--- config.mk ---
export PLATFORM = sky130hd
export DESIGN_NAME = hti_ctrl
export DESIGN_NICKNAME = d
export VERILOG_FILES = /design/src/rtl/hti_pkg.sv /design/src/rtl/hti_ctrl.sv
export SDC_FILE = /design/constraint.sdc
export NUM_CORES = 1
export LEC_CHECK = 0
export BUFFER_PORTS_ARGS = -buffer_cell sky130_fd_sc_hd__buf_2
export CORE_AREA = 2 2 39 41
export DETAILED_ROUTE_END_ITERATION = 7
export DIE_AREA = 0 0 41 43
export GPL_TIMING_DRIVEN = 0
export PLACE_DENSITY = 0.72
export SYNTH_ARGS = -nofsm -noshare
export SYNTH_HDL_FRONTEND = slang
export SYNTH_SLANG_ARGS = --single-unit
--- constraint.sdc ---
create_clock -name clk -period 1.3 [get_ports clk]
set_clock_uncertainty 0.15 [all_clocks]
set_input_delay 0.26 -clock clk [delete_from_list [all_inputs] [get_ports clk]]
set_output_delay 0.26 -clock clk [all_outputs]
set_load 0.005 [all_outputs]
--- src/rtl/hti_pkg.sv ---
// Shared types, constants and a helper function of the hexahedron displacement interpolator.
package hti_pkg;

  localparam int unsigned NUM_CORNERS = 8;
  localparam int unsigned CORNER_W    = $clog2(NUM_CORNERS);

  localparam int unsigned NAT_W   = 16;  // Q1.14 natural coordinate
  localparam int unsigned FACT_W  = 16;  // 0 .. 32768
  localparam int unsigned POS_W   = 32;  // Q16.16 position
  localparam int unsigned DIFF_W  = POS_W + 1;
  localparam int unsigned P1_W    = 31;  // fx*fy, up to 2^30
  localparam int unsigned P2_W    = 46;  // fx*fy*fz, up to 2^45
  localparam int unsigned WGT_W   = 31;  // Q1.30 weight, up to 2^30
  localparam int unsigned PROD_W  = 64;  // weight * diff
  localparam int unsigned SUM_W   = 48;  // running sum, units of 2^-27
  localparam int unsigned RND_W   = 38;  // sum rounded to Q16.16 plus guard

  localparam int unsigned W_SHIFT = 15;
  localparam int unsigned T_SHIFT = 19;
  localparam int unsigned O_SHIFT = 11;

  localparam logic signed [NAT_W:0] ONE_Q14 = 17'sd16384;

  typedef enum logic [1:0] {
    AXIS_X,
    AXIS_Y,
    AXIS_Z
  } hti_axis_t;

  // Controller to datapath
  typedef struct packed {
    logic                load;
    logic [CORNER_W-1:0] corner;
    logic                wmul1;
    logic                wmul2;
    logic                wrnd;
    logic                mul_en;
    hti_axis_t           mul_sel;
    logic                acc_en;
    hti_axis_t           acc_sel;
    logic                emit;
  } hti_cmd_t;

  // Datapath to controller
  typedef struct packed {
    logic out_free;
  } hti_sts_t;

  // Clamp a Q1.14 coordinate to [-1, 1] and form 1 + s*p.
  function automatic logic [FACT_W-1:0] nat_factor(input logic signed [NAT_W-1:0] p,
                                                   input logic plus);
    logic signed [NAT_W:0] pc;
    logic signed [NAT_W:0] f;
    pc = {p[NAT_W-1], p};
    if (pc > ONE_Q14) begin
      pc = ONE_Q14;
    end else if (pc < -ONE_Q14) begin
      pc = -ONE_Q14;
    end
    f = plus ? (ONE_Q14 + pc) : (ONE_Q14 - pc);
    return f[FACT_W-1:0];
  endfunction

endpackage

--- src/rtl/hti_ctrl.sv ---
// Sequencer of the hexahedron interpolator: corner count and per-item step control.
module hti_ctrl (
  input  logic              clk,
  input  logic              rst_n,
  input  logic              in_valid,
  output logic              in_ready,
  input  hti_pkg::hti_sts_t sts,
  output hti_pkg::hti_cmd_t cmd
);

  typedef enum logic [3:0] {
    ST_IDLE,
    ST_WMUL1,
    ST_WMUL2,
    ST_WRND,
    ST_AX0,
    ST_AX1,
    ST_AX2,
    ST_ACC2,
    ST_EMIT
  } state_t;

  state_t                       state_r, state_nxt;
  logic [hti_pkg::CORNER_W-1:0] corner_r, corner_nxt;
  logic                         last_corner;

  assign last_corner = (corner_r == hti_pkg::CORNER_W'(hti_pkg::NUM_CORNERS - 1));
  assign in_ready    = (state_r == ST_IDLE);

  always_comb begin
    state_nxt   = state_r;
    corner_nxt  = corner_r;
    cmd         = '0;
    cmd.corner  = corner_r;
    cmd.mul_sel = hti_pkg::AXIS_X;
    cmd.acc_sel = hti_pkg::AXIS_X;
    unique case (state_r)
      ST_IDLE: begin
        if (in_valid) begin
          cmd.load  = 1'b1;
          state_nxt = ST_WMUL1;
        end
      end
      ST_WMUL1: begin
        cmd.wmul1 = 1'b1;
        state_nxt = ST_WMUL2;
      end
      ST_WMUL2: begin
        cmd.wmul2 = 1'b1;
        state_nxt = ST_WRND;
      end
      ST_WRND: begin
        cmd.wrnd  = 1'b1;
        state_nxt = ST_AX0;
      end
      ST_AX0: begin
        cmd.mul_en  = 1'b1;
        cmd.mul_sel = hti_pkg::AXIS_X;
        state_nxt   = ST_AX1;
      end
      ST_AX1: begin
        cmd.mul_en  = 1'b1;
        cmd.mul_sel = hti_pkg::AXIS_Y;
        cmd.acc_en  = 1'b1;
        cmd.acc_sel = hti_pkg::AXIS_X;
        state_nxt   = ST_AX2;
      end
      ST_AX2: begin
        cmd.mul_en  = 1'b1;
        cmd.mul_sel = hti_pkg::AXIS_Z;
        cmd.acc_en  = 1'b1;
        cmd.acc_sel = hti_pkg::AXIS_Y;
        state_nxt   = ST_ACC2;
      end
      ST_ACC2: begin
        cmd.acc_en  = 1'b1;
        cmd.acc_sel = hti_pkg::AXIS_Z;
        if (last_corner) begin
          state_nxt = ST_EMIT;
        end else begin
          corner_nxt = corner_r + 1'b1;
          state_nxt  = ST_IDLE;
        end
      end
      ST_EMIT: begin
        // hold until the output register is free
        if (sts.out_free) begin
          cmd.emit   = 1'b1;
          corner_nxt = '0;
          state_nxt  = ST_IDLE;
        end
      end
      default: begin
        state_nxt = ST_IDLE;
      end
    endcase
  end

  always_ff @(posedge clk) begin
    if (!rst_n) begin
      state_r  <= ST_IDLE;
      corner_r <= '0;
    end else begin
      state_r  <= state_nxt;
      corner_r <= corner_nxt;
    end
  end

endmodule

* Word level (Yosys, flattened, before mapping)
Cells that the tools add are included.
** Storage, ports and cells
- Input port bits :: 4
- Output and inout port bits :: 15
- Flip-flop bits (word level) :: 7
** Cells by class
- Reductions and logical operators :: 4
- Equal/unequal tests :: 12
- $add $sub $neg :: 1
- Multiplexer cells :: 16
** Operators with widths (number)
- $pmux 4 s9 :: 1
- $pmux 3 s3 :: 2
- $eq 4x3->1 const B :: 4
- $mux 4 :: 3
- $eq 4x2->1 const B :: 2
- $mux 1 :: 7
- $mux 3 :: 2
- $ne 2x2->1 const B :: 3
- $pmux 3 s2 :: 1
- $eq 4x1->1 const B :: 1
- $eq 4x4->1 const B :: 1
- $logic_not 4->1 :: 1
- $add 3x1->3 const B :: 1
- $eq 3x3->1 const B :: 1
- $reduce_and 3->1 :: 1
- $reduce_and 2->1 :: 1
- $reduce_bool 2->1 :: 1

* Longest topological paths before layout
Gate-level depths: netlist (run 1).
- Depth after elaboration :: 3
- Depth in mapped cells :: 5
- Gate-level depth less buffers :: 5

* Least setup slack after synthesis (run 1)
Ideal clock, no wire load.
- Kind :: flip-flop to output port
- From :: register state_r[1]
- To :: output cmd[5] in the netlist's numbering
- Slack :: -0.162 ns
- Arrival time :: 1.052 ns
- Path buffers :: 2
- Required time :: 0.890 ns
- Cell stages (with the launch flop) :: 5
- Cell sequence :: dfxtp_1 > buf_2 > nand2b_2 > nor3b_1 > buf_4
** RTL lines
- start, declared :: line hti_ctrl.sv:23 : state_t state_r, state_nxt;
- start signal, assigned :: line hti_ctrl.sv:104 : state_r <= state_nxt;
- end, declared :: line hti_ctrl.sv:8 : output hti_pkg::hti_cmd_t cmd

==> metrics.md, run 1 <==
| Metric | Value |
|---|---|
| Synthesized area | `approximately 450 um2` |
| Worst Hold Launch | `rst_n` |
| CTS root buffer | `clkbuf_4` |
| Buffers on Ports | `18` |
| Sequential share of the synthesized area | `31.5%` |
| Layout cell share with drive strength beyond 1 | `69.7%` |
| Total Routing Usage GR | `around 17%` |
| Pre-antenna DRT Iters | `4` |
| Synth-to-Final Area Change | `100%` |
| Initial antenna violation count | `0` |
| Worst reg2reg path startpoint | `state_r[0]$_SDFFE_PN0P_` |
| Starting Density | `between 30% and 40%` |
| Post-DP HPWL | `around 670 um` |
| Failing checks | `negative setup slack` |
| WHS Endpoint | `corner_r[2]$_SDFFE_PN0P_` |
| PwrDens | `between 700 and 800 nW/um2` |
| H-Tree Depth | `1` |
| Leakage | `around 0.45 nW` |
| Nets@finish | `96` |
| Chip width | `a little over 40 um` |
| Max_cap viols | `0` |
| Crit path time final | `around 1700 ps` |
| Clock sinks | `7` |
| Post-layout util | `approximately 64%` |
| Hold WC Path Type | `primary input to register` |
| Commonest non-fill, non-tap cell in the layout | `buf_2` |
| Core area | `~1400 um2` |
| CP required | `890 ps` |
| Later-pin clock latency in the skew report | `around 250 ps` |
| Largest fanout on the critical path | `3` |
| Vias | `520` |
| Area after DPL | `roughly 570 um2` |
| Outcome | `finished, violations left` |
| Synth warn | `0` |
| Remaining DRCs | `0` |
| Final WS setup | `-376 ps` |
| DR iter-0 viols | `6` |
| WL per Instance | `between 10 and 15 um` |
| #FFs+latches synth | `7` |
| Pin count of the biggest net entering global routing | `10` |
| GPL Wtd Cong | `0.694` |
| CTS tree | `done` |
| Synth area leader | `dfxtp_1` |
| Critical Path AT | `1270 ps` |
| Die area | `between 1500 and 2000 um2` |
| Vias per inst | `around 5` |
| Max VDD drop | `about 0.37 mV` |
| Fin. Hold Viols | `0` |
| Slowest CP cell | `dfxtp_4` |
| Crit start category | `register` |
| N_diodes | `0` |
| R2R cell count | `5` |
| Antenna viol nets, final | `0` |
| Slew Limit Fails | `0` |
| Grt ovf | `0` |
| Power Total | `about 0.69 mW` |
| Commonest non-fill, non-tap cells in the layout | `17 x buf_2, 11 x buf_6, 6 x buf_4` |
| Cell variety after synth | `25` |
| Flop-to-flop setup slack | `-330 ps` |
| CP Cell Sequence | `buf_6 -> nor4b_4 -> and2_1 -> buf_2` |
| Worst-Margin Slew | `around 220 ps` |
| Crit path largest cell delay | `around 350 ps` |
| Num rows | `14` |
| Avg Cell Area, Syn | `between 8 and 9 um2` |
| RSZ-0062 raised after global routing | `yes` |
| Global-route wire length before repair | `around 2000 um` |
| Slew HR | `a little under nine tenths` |
| Final period utilization | `129%` |
| Io pins | `19` |
| Max clock buf depth | `2` |
| Syn_nets | `59` |
| Top cells by area, synth | `dfxtp_1 31%, mux2i_1 6.7%, ha_1 5.6%` |
| Non-Filler Cell Area, Final | `891 um2` |
| Vias in the first global route | `461` |
| Worst r2r dst | `state_r[3]$_SDFFE_PN0P_` |
| Post-synthesis cell count | `53` |
| Die H | `~43 um` |
| CP Capture Type | `primary output` |
| Final count of negative-setup-slack endpoints | `16` |
| Yosys top cell area share | `between 30% and 40%` |
| CP Class | `register to primary output` |
| Num CTS Buffers | `3` |
| Fmax achieved | `~600 MHz` |
| Hold Path Cell Cnt | `3` |
| Wirelength, routed | `~1400 um` |
| CTS clk-pin slew, worst paths | `about 50 ps` |
## critical path, delay by kind of cell, from the launching register on
kind | cells | cell delay [ps]
simple gates | 2 | 430
flops | 1 | 350
buf+inv | 2 | 220
## Yosys cell counts
cell type  count
dfxtp_1        7
nand2_1        5
nor2_1         5
nor3_1         5
and2_1         3
mux2i_1        3
nand2b_1       3
buf_2          2
ha_1           2
inv_1          2
nand3_1        2
a21oi_1        1
a2bb2oi_2      1
buf_1          1
buf_4          1
nand2b_2       1
nand3b_1       1
nand4b_1       1
nor3b_1        1
nor4_1         1
nor4b_2        1
o22ai_1        1
or4b_4         1
xnor2_1        1
xor2_1         1
## layout make-up
cell class / count / area [um2]
plain buffers: 4 / 45.0
flip-flops and latches: 7 / 153
clock buffers: 4 / 26.3
inverters: 2 / 7.51
multi-input cells: 40 / 400
well taps: 16 / 20.0
fillers: 94 / 493
repair buffers: 32 / 239
## cell families (layout without fill, tap and decap cells)
family	after synthesis	count (layout)	synth area share, %
AND/OR/NAND/NOR	30	30	39.9
flip-flops	7	7	31.5
buffers and inverters	6	42	6.46
AO/OA/AOI/OAI	3	3	5.90
multiplexers	3	3	6.74
adder cells (fa/ha/maj)	2	2	5.62
XOR/XNOR	2	2	3.93
## stage by stage
step                instances  setup slack [ps]  setup TNS [ps]  hold WS, ps
finish                    105              -376           -4210          191
global route              105              -453           -5040          201
CTS                       103              -333           -3630          177
detailed placement         87              -196           -1130          322
global placement           87              -181            -915          311
floorplan                  53             -61.7            -160          237
## how the worst max path moves through the flow
| stage | slack (ps) | from | endpoint |
|---|---|---|---|
| floorplan | -60 | state_r[1]$_SDFFE_PN0P_ | cmd[13] |
| global placement | -180 | state_r[2]$_SDFFE_PN0P_ | cmd[0] |
| detailed placement | -200 | state_r[2]$_SDFFE_PN0P_ | cmd[0] |
| CTS | -330 | state_r[0]$_SDFFE_PN0P_ | cmd[13] |
| global route | -450 | state_r[0]$_SDFFE_PN0P_ | cmd[0] |
| finish | -380 | state_r[0]$_SDFFE_PN0P_ | cmd[0] |
## layer usage
layer	track usage, %	wire, um
met2	25.0	765
met5	0	0
met4	8.00	0
met1	23.4	595
met3	1.57	42
## report_power, final
group          internal [mW]  total [mW]  switching (mW)  leakage, nW
Clock                  0.117       0.201          0.0833       0.0150
Sequential             0.224       0.236          0.0119       0.0594
Combinational          0.138       0.254           0.117        0.380
Total                  0.479       0.691           0.212        0.455
## registers in the layout, summed over array words and instances, names as in the netlist
signal    cells
state_r       4
corner_r      3
## repair_timing
item,CTS,global route
hold buffers,0,0
buffers inserted,11,3
endpoints found under the setup margin,16,18
pin swaps,12,10
resized for setup,27,15
cloned,1,0
Power figures use the tool's default switching activity.
==> run 2: changes to the inputs <==
--- a/config.mk
+++ b/config.mk
@@ -11,6 +11,7 @@
 export DIE_AREA = 0 0 41 43
 export GPL_TIMING_DRIVEN = 0
 export PLACE_DENSITY = 0.72
+export SETUP_SLACK_MARGIN = 0.3
 export SYNTH_ARGS = -nofsm -noshare
 export SYNTH_HDL_FRONTEND = slang
 export SYNTH_SLANG_ARGS = --single-unit
==> run 2 against run 1 <==
- the flow still finishes with violations (negative setup slack)
- combinational power grew 7%
- sequential cell count did not move
- final cell count grew 0.95%
- core utilization up 1.2 points
- design area increased by 1.8%
- highest routed layer is now met4
==> metrics.md, run 2 (synthesis results as in run 1) <==
| Metric | Value |
|---|---|
| Outcome | `finished, violations left` |
| Failing checks | `negative setup slack` |
| Worst reg2reg path startpoint | `state_r[1]$_SDFFE_PN0P_` |
| Slowest CP cell | `dfxtp_4` |
| Max clock buf depth | `2` |
| Pin count of the biggest net entering global routing | `9` |
| WHS Endpoint | `corner_r[1]$_SDFFE_PN0P_` |
| Final WS setup | `-387 ps` |
| Global-route wire length before repair | `2210 um` |
| Crit path time final | `1690 ps` |
| Flop-to-flop setup slack | `-210 ps` |
| Worst r2r dst | `corner_r[0]$_SDFFE_PN0P_` |
| Largest fanout on the critical path | `5` |
| Post-DP HPWL | `just under 700 um` |
| Initial antenna violation count | `0` |
| Commonest non-fill, non-tap cell in the layout | `buf_2` |
| CP Class | `register to primary output` |
| Num CTS Buffers | `3` |
| Post-layout util | `about 66%` |
| Max VDD drop | `around 0.5 mV` |
| Hold Path Cell Cnt | `3` |
| Buffers on Ports | `18` |
| Total Routing Usage GR | `19.0%` |
| Grt ovf | `0` |
| Fmax achieved | `593 MHz` |
| Commonest non-fill, non-tap cells in the layout | `17 x buf_2, 10 x buf_4, 7 x buf_6` |
| Synth-to-Final Area Change | `104%` |
| Vias in the first global route | `about 510` |
| Wirelength, routed | `roughly 1400 um` |
| CTS tree | `done` |
| R2R cell count | `6` |
| Fillcell total | `slightly above 100` |
| Layout cell share with drive strength beyond 1 | `just over 70%` |
| Setup_tns | `-4270 ps` |
| Area of the multi-input gates | `408 um2` |
| Starting Density | `32.2%` |
| Fin. Hold Viols | `0` |
| DR iter-0 viols | `1` |
| Remaining DRCs | `0` |
| Chip width | `41 um` |
| Final count of negative-setup-slack endpoints | `17` |
| Hold WC Path Type | `primary input to register` |
| GPL Wtd Cong | `0.719` |
| Nets@finish | `slightly below 100` |
| Clock sinks | `7` |
| Vias per inst | `approximately 4.9` |
| CP Capture Type | `primary output` |
| Io pins | `19` |
| Crit start category | `register` |
| RSZ-0062 raised after global routing | `yes` |
| N_diodes | `0` |
| Pre-antenna DRT Iters | `3` |
| CP required | `890 ps` |
| Critical Path AT | `approximately 1300 ps` |
| Cell family with the largest share of critical-path delay | `simple AND/OR/NAND/NOR gates` |
| Core area | `between 1000 and 1500 um2` |
| WL per Instance | `between 10 and 15 um` |
| Max_cap viols | `0` |
| FF+latch area | `around 160 um2` |
| H-Tree Depth | `1` |
| Leakage | `roughly 0.45 nW` |
| Die area | `roughly 1800 um2` |
| Num rows | `14` |
| Largest regs | `state_r x4, corner_r x3` |
| Crit path largest cell delay | `about 350 ps` |
| Buf/Inv on CP | `2` |
| Antenna viol nets, final | `0` |
| Pre-CTS setup slack | `-125 ps` |
| CTS clk-pin slew, worst paths | `~50 ps` |
| PwrDens | `between 700 and 800 nW/um2` |
| Reg with most FFs | `state_r` |
| Later-pin clock latency in the skew report | `250 ps` |
| Final period utilization | `130%` |
| Vias | `roughly 520` |
| CP Cell Sequence | `buf_8 -> nor4_4 -> and2_1 -> buf_2` |
| CTS root buffer | `clkbuf_4` |
| Slew HR | `84.8%` |
| Worst-Margin Slew | `between 200 and 250 ps` |
| Largest register FFs | `4` |
| Worst Hold Launch | `rst_n` |
| Slew Limit Fails | `0` |
| Die H | `roughly 43 um` |
[run 2: per-stage QoR]
stage	power, mW	cells	hold slack (ps)	area, um2
global placement	0.383	87	312	631
finish	0.713	106	174	907
detailed placement	0.386	87	323	631
global route	0.746	106	188	907
CTS	0.652	103	167	811
floorplan	0.345	53	231	520
[run 2: worst reg2reg max path: stages (launching register included)]
cell	delay [ps]
dfxtp_4	350
buf_8	140
buf_6	110
nand4b_1	130
buf_4	150
a2bb2oi_4	200
mux2i_1	210
[run 2: area by class of cell]
type / count / share of cell area, %
buffer: 4 / 5.93
tap: 16 / 2.21
inverter: 2 / 0.828
multi-input combinational: 40 / 45.0
timing repair buffer: 33 / 25.9
sequential: 7 / 17.2
clock buffer: 4 / 2.90
[run 2: timing repair]
action / 4_1_cts / 5_1_grt
endpoints found under the hold margin: 0 / 0
pin swaps: 12 / 8
setup buffers: 11 / 3
gates resized for setup: 18 / 13
hold buffers: 0 / 0
cloned: 1 / 0
setup endpoints to repair: 21 / 22
[run 2: worst max path at each step]
| stage | cells after the start | slack (ps) | to | from |
|---|---|---|---|---|
| finish | 4 | -390 | cmd[13] | state_r[1]$_SDFFE_PN0P_ |
| floorplan | 3 | -20 | state_r[3]$_SDFFE_PN0P_ | state_r[1]$_SDFFE_PN0P_ |
| CTS | 4 | -340 | cmd[13] | state_r[1]$_SDFFE_PN0P_ |
| global route | 4 | -420 | cmd[13] | state_r[1]$_SDFFE_PN0P_ |
| detailed placement | 4 | -130 | cmd[0] | state_r[2]$_SDFFE_PN0P_ |
| global placement | 4 | -110 | cmd[0] | state_r[2]$_SDFFE_PN0P_ |
[run 2: per-layer routing]
layer | share of wire, % | GRT usage (%) | up-vias | wire length, um
li1 | - | - | 257 | -
met2 | 54 | 31.3 | 6 | 782
met1 | 42 | 22.0 | 252 | 603
met3 | 2.0 | 3.14 | 4 | 29
met5 | 0 | 0 | - | 0
met4 | 1.7 | 10.0 | 0 | 24
[run 2: power by group]
group          total (mW)  leakage, nW  internal [mW]  switching, mW
combinational       0.273        0.374          0.151          0.122
sequential          0.238       0.0610          0.224         0.0141
clock               0.202       0.0150          0.117         0.0844
total               0.713        0.450          0.493          0.220
==> run 3: changes to the inputs <==
--- a/config.mk
+++ b/config.mk
@@ -5,12 +5,12 @@
 export SDC_FILE = /design/constraint.sdc
 export NUM_CORES = 1
 export LEC_CHECK = 0
-export BUFFER_PORTS_ARGS = -buffer_cell sky130_fd_sc_hd__buf_2
 export CORE_AREA = 2 2 39 41
 export DETAILED_ROUTE_END_ITERATION = 7
 export DIE_AREA = 0 0 41 43
+export DONT_BUFFER_PORTS = 1
 export GPL_TIMING_DRIVEN = 0
-export PLACE_DENSITY = 0.72
+export PLACE_DENSITY = 0.59
 export SETUP_SLACK_MARGIN = 0.3
 export SYNTH_ARGS = -nofsm -noshare
 export SYNTH_HDL_FRONTEND = slang
==> constraint.sdc (replaced) <==
create_clock -name clk -period 1.3 [get_ports clk]
set_clock_uncertainty 0.15 [all_clocks]
set_input_delay 0.065 -clock clk [delete_from_list [all_inputs] [get_ports clk]]
set_output_delay 0.065 -clock clk [all_outputs]
set_load 0.005 [all_outputs]
==> run 3 against run 2 <==
- design area fell by 0.41%
- combinational power rose by 8.8%
- die area did not move
- final cell count fell by 16%
- hold slack got worse by 370 ps
- the flow finishes with violations (negative hold slack, negative setup slack)
- largest power group unchanged
- sequential power barely moved
- critical endpoint is now state_r[3]$_SDFFE_PN0P_
- clock power fell by 3%
==> metrics.md, run 3 (synthesis results as in run 1) <==
| Metric | Value |
|---|---|
| DR iter-0 viols | `1` |
| Crit path time final | `1440 ps` |
| Grt ovf | `0` |
| Vias | `458` |
| GPL Wtd Cong | `roughly 0.66` |
| Chip width | `about 40 um` |
| Core area | `between 1000 and 1500 um2` |
| Crit start category | `register` |
| Crit. Startpoint | `state_r[1]$_SDFFE_PN0P_` |
| Final period utilization | `110%` |
| CTS tree | `done` |
| Slew Limit Fails | `0` |
| Fmax achieved | `697 MHz` |
| Wirelength, routed | `~1300 um` |
| CP Cell Sequence | `or4b_4 -> o22ai_2 -> and2_1` |
| Flop-to-flop setup slack | `-140 ps` |
| Buffers on Ports | `0` |
| N_diodes | `0` |
| Crit path largest cell delay | `just under 600 ps` |
| H-Tree Depth | `1` |
| CP Capture Type | `register` |
| Non-Filler Cell Area, Final | `approximately 900 um2` |
| Final count of negative-setup-slack endpoints | `12` |
| CP Class | `register to register` |
| Fin. Hold Viols | `7` |
| Remaining DRCs | `0` |
| Critical Path AT | `roughly 1500 ps` |
| Die area | `between 1500 and 2000 um2` |
| Vias in the first global route | `around 430` |
| Later-pin clock latency in the skew report | `between 200 and 300 ps` |
| Total Routing Usage GR | `17.4%` |
| Largest fanout on the critical path | `4` |
| Clock sinks | `7` |
| CTS clk-pin slew, worst paths | `roughly 50 ps` |
| Max VDD drop | `0.447 mV` |
| RSZ-0062 raised after global routing | `yes` |
| Num rows | `14` |
| R2R cell count | `3` |
| Reg with most FFs | `state_r` |
| Pre-CTS setup slack | `-127 ps` |
| Fillcell total | `around 110` |
| Post-DP HPWL | `624 um` |
| Starting Density | `approximately a third` |
| Largest regs | `state_r x4, corner_r x3` |
| Worst reg2reg path startpoint | `state_r[1]$_SDFFE_PN0P_` |
| Leakage | `~0.37 nW` |
| Antenna viol nets, final | `0` |
| Worst r2r dst | `state_r[3]$_SDFFE_PN0P_` |
| Io pins | `19` |
| Pin count of the biggest net entering global routing | `9` |
| Slowest CP cell | `or4b_4` |
| Post-layout util | `65.3%` |
| Initial antenna violation count | `0` |
| Commonest non-fill, non-tap cell in the layout | `buf_6` |
| Hold WC Path Type | `primary input to register` |
| Final WS setup | `-136 ps` |
| Pre-antenna DRT Iters | `2` |
| Worst Hold Slack | `-201 ps` |
| Max_cap viols | `0` |
| Area after DPL | `477 um2` |
| Post-Place Cells | `just under 70` |
| Outcome | `finished, violations left` |
| WL per Instance | `~15 um` |
| Vias per inst | `5.15` |
| Global-route wire length before repair | `~2000 um` |
| Power Total | `around 0.73 mW` |
| Setup_tns | `-575 ps` |
| Post-Layout Cell Count | `roughly 90` |
| Num CTS Buffers | `3` |
| Max clock buf depth | `2` |
| Worst-Margin Slew | `~250 ps` |
| Commonest non-fill, non-tap cells in the layout | `9 x buf_6, 8 x buf_4, 4 x nor3_4, 4 x nand2b_4` |
| CP required | `~1300 ps` |
| Worst setup path end | `state_r[3]$_SDFFE_PN0P_` |
| PwrDens | `a little over 800 nW/um2` |
| Slew HR | `about 83%` |
| Die H | `around 43 um` |
| Layout cell share with drive strength beyond 1 | `75.3%` |
| Failing checks | `negative hold slack, negative setup slack` |
| CTS root buffer | `clkbuf_4` |
| Synth-to-Final Area Change | `103%` |
| Nets@finish | `80` |
| Largest register FFs | `4` |
-- run 3: worst min-delay path by stage --
stage | startpoint | cells after the start | to | slack (ps)
6_report | rst_n | 2 | state_r[0]$_SDFFE_PN0P_ | -200
5_1_grt | rst_n | 1 | state_r[3]$_SDFFE_PN0P_ | -210
4_1_cts | rst_n | 1 | state_r[3]$_SDFFE_PN0P_ | -210
3_5_place_dp | rst_n | 1 | state_r[3]$_SDFFE_PN0P_ | 40
3_3_place_gp | rst_n | 1 | state_r[3]$_SDFFE_PN0P_ | 40
2_1_floorplan | rst_n | 1 | state_r[3]$_SDFFE_PN0P_ | 40
-- run 3: per-layer routing --
metal  part of all wire, %  track usage (%)
met1                    43             22.4
met2                    55             26.9
met3                   1.0             1.57
met4                   1.0             10.0
met5                     0                0
-- run 3: layout make-up --
| type | count | area [um2] | area share [%] |
|---|---|---|---|
| Sequential cell | 7 | 155 | 17.2 |
| Buffer | 4 | 45.0 | 4.99 |
| Inverter | 2 | 7.51 | 0.831 |
| Multi-Input combinational cell | 40 | 483 | 53.5 |
| Tap cell | 16 | 20.0 | 2.22 |
| Clock buffer | 4 | 26.3 | 2.91 |
| Timing Repair Buffer | 16 | 166 | 18.4 |
-- run 3: timing repair --
item                                    4_1_cts  5_1_grt
gates resized for setup                      55        9
endpoints found under the hold margin         7        7
buffers inserted                             10        5
pin swaps                                    16        6
cloned                                        1        0
endpoints found under the setup margin       19       19
-- run 3: where the power goes --
group	switching, mW	internal [mW]
registers	0.0112	0.224
logic	0.136	0.161
clock network	0.0783	0.117
total	0.226	0.502
-- run 3: critical path: cells and delay by family (launching register included) --
family,cells,cell delay (ps)
DFF,1,350
AOI/OAI and AO/OA,1,150
and+or+nand+nor,2,720
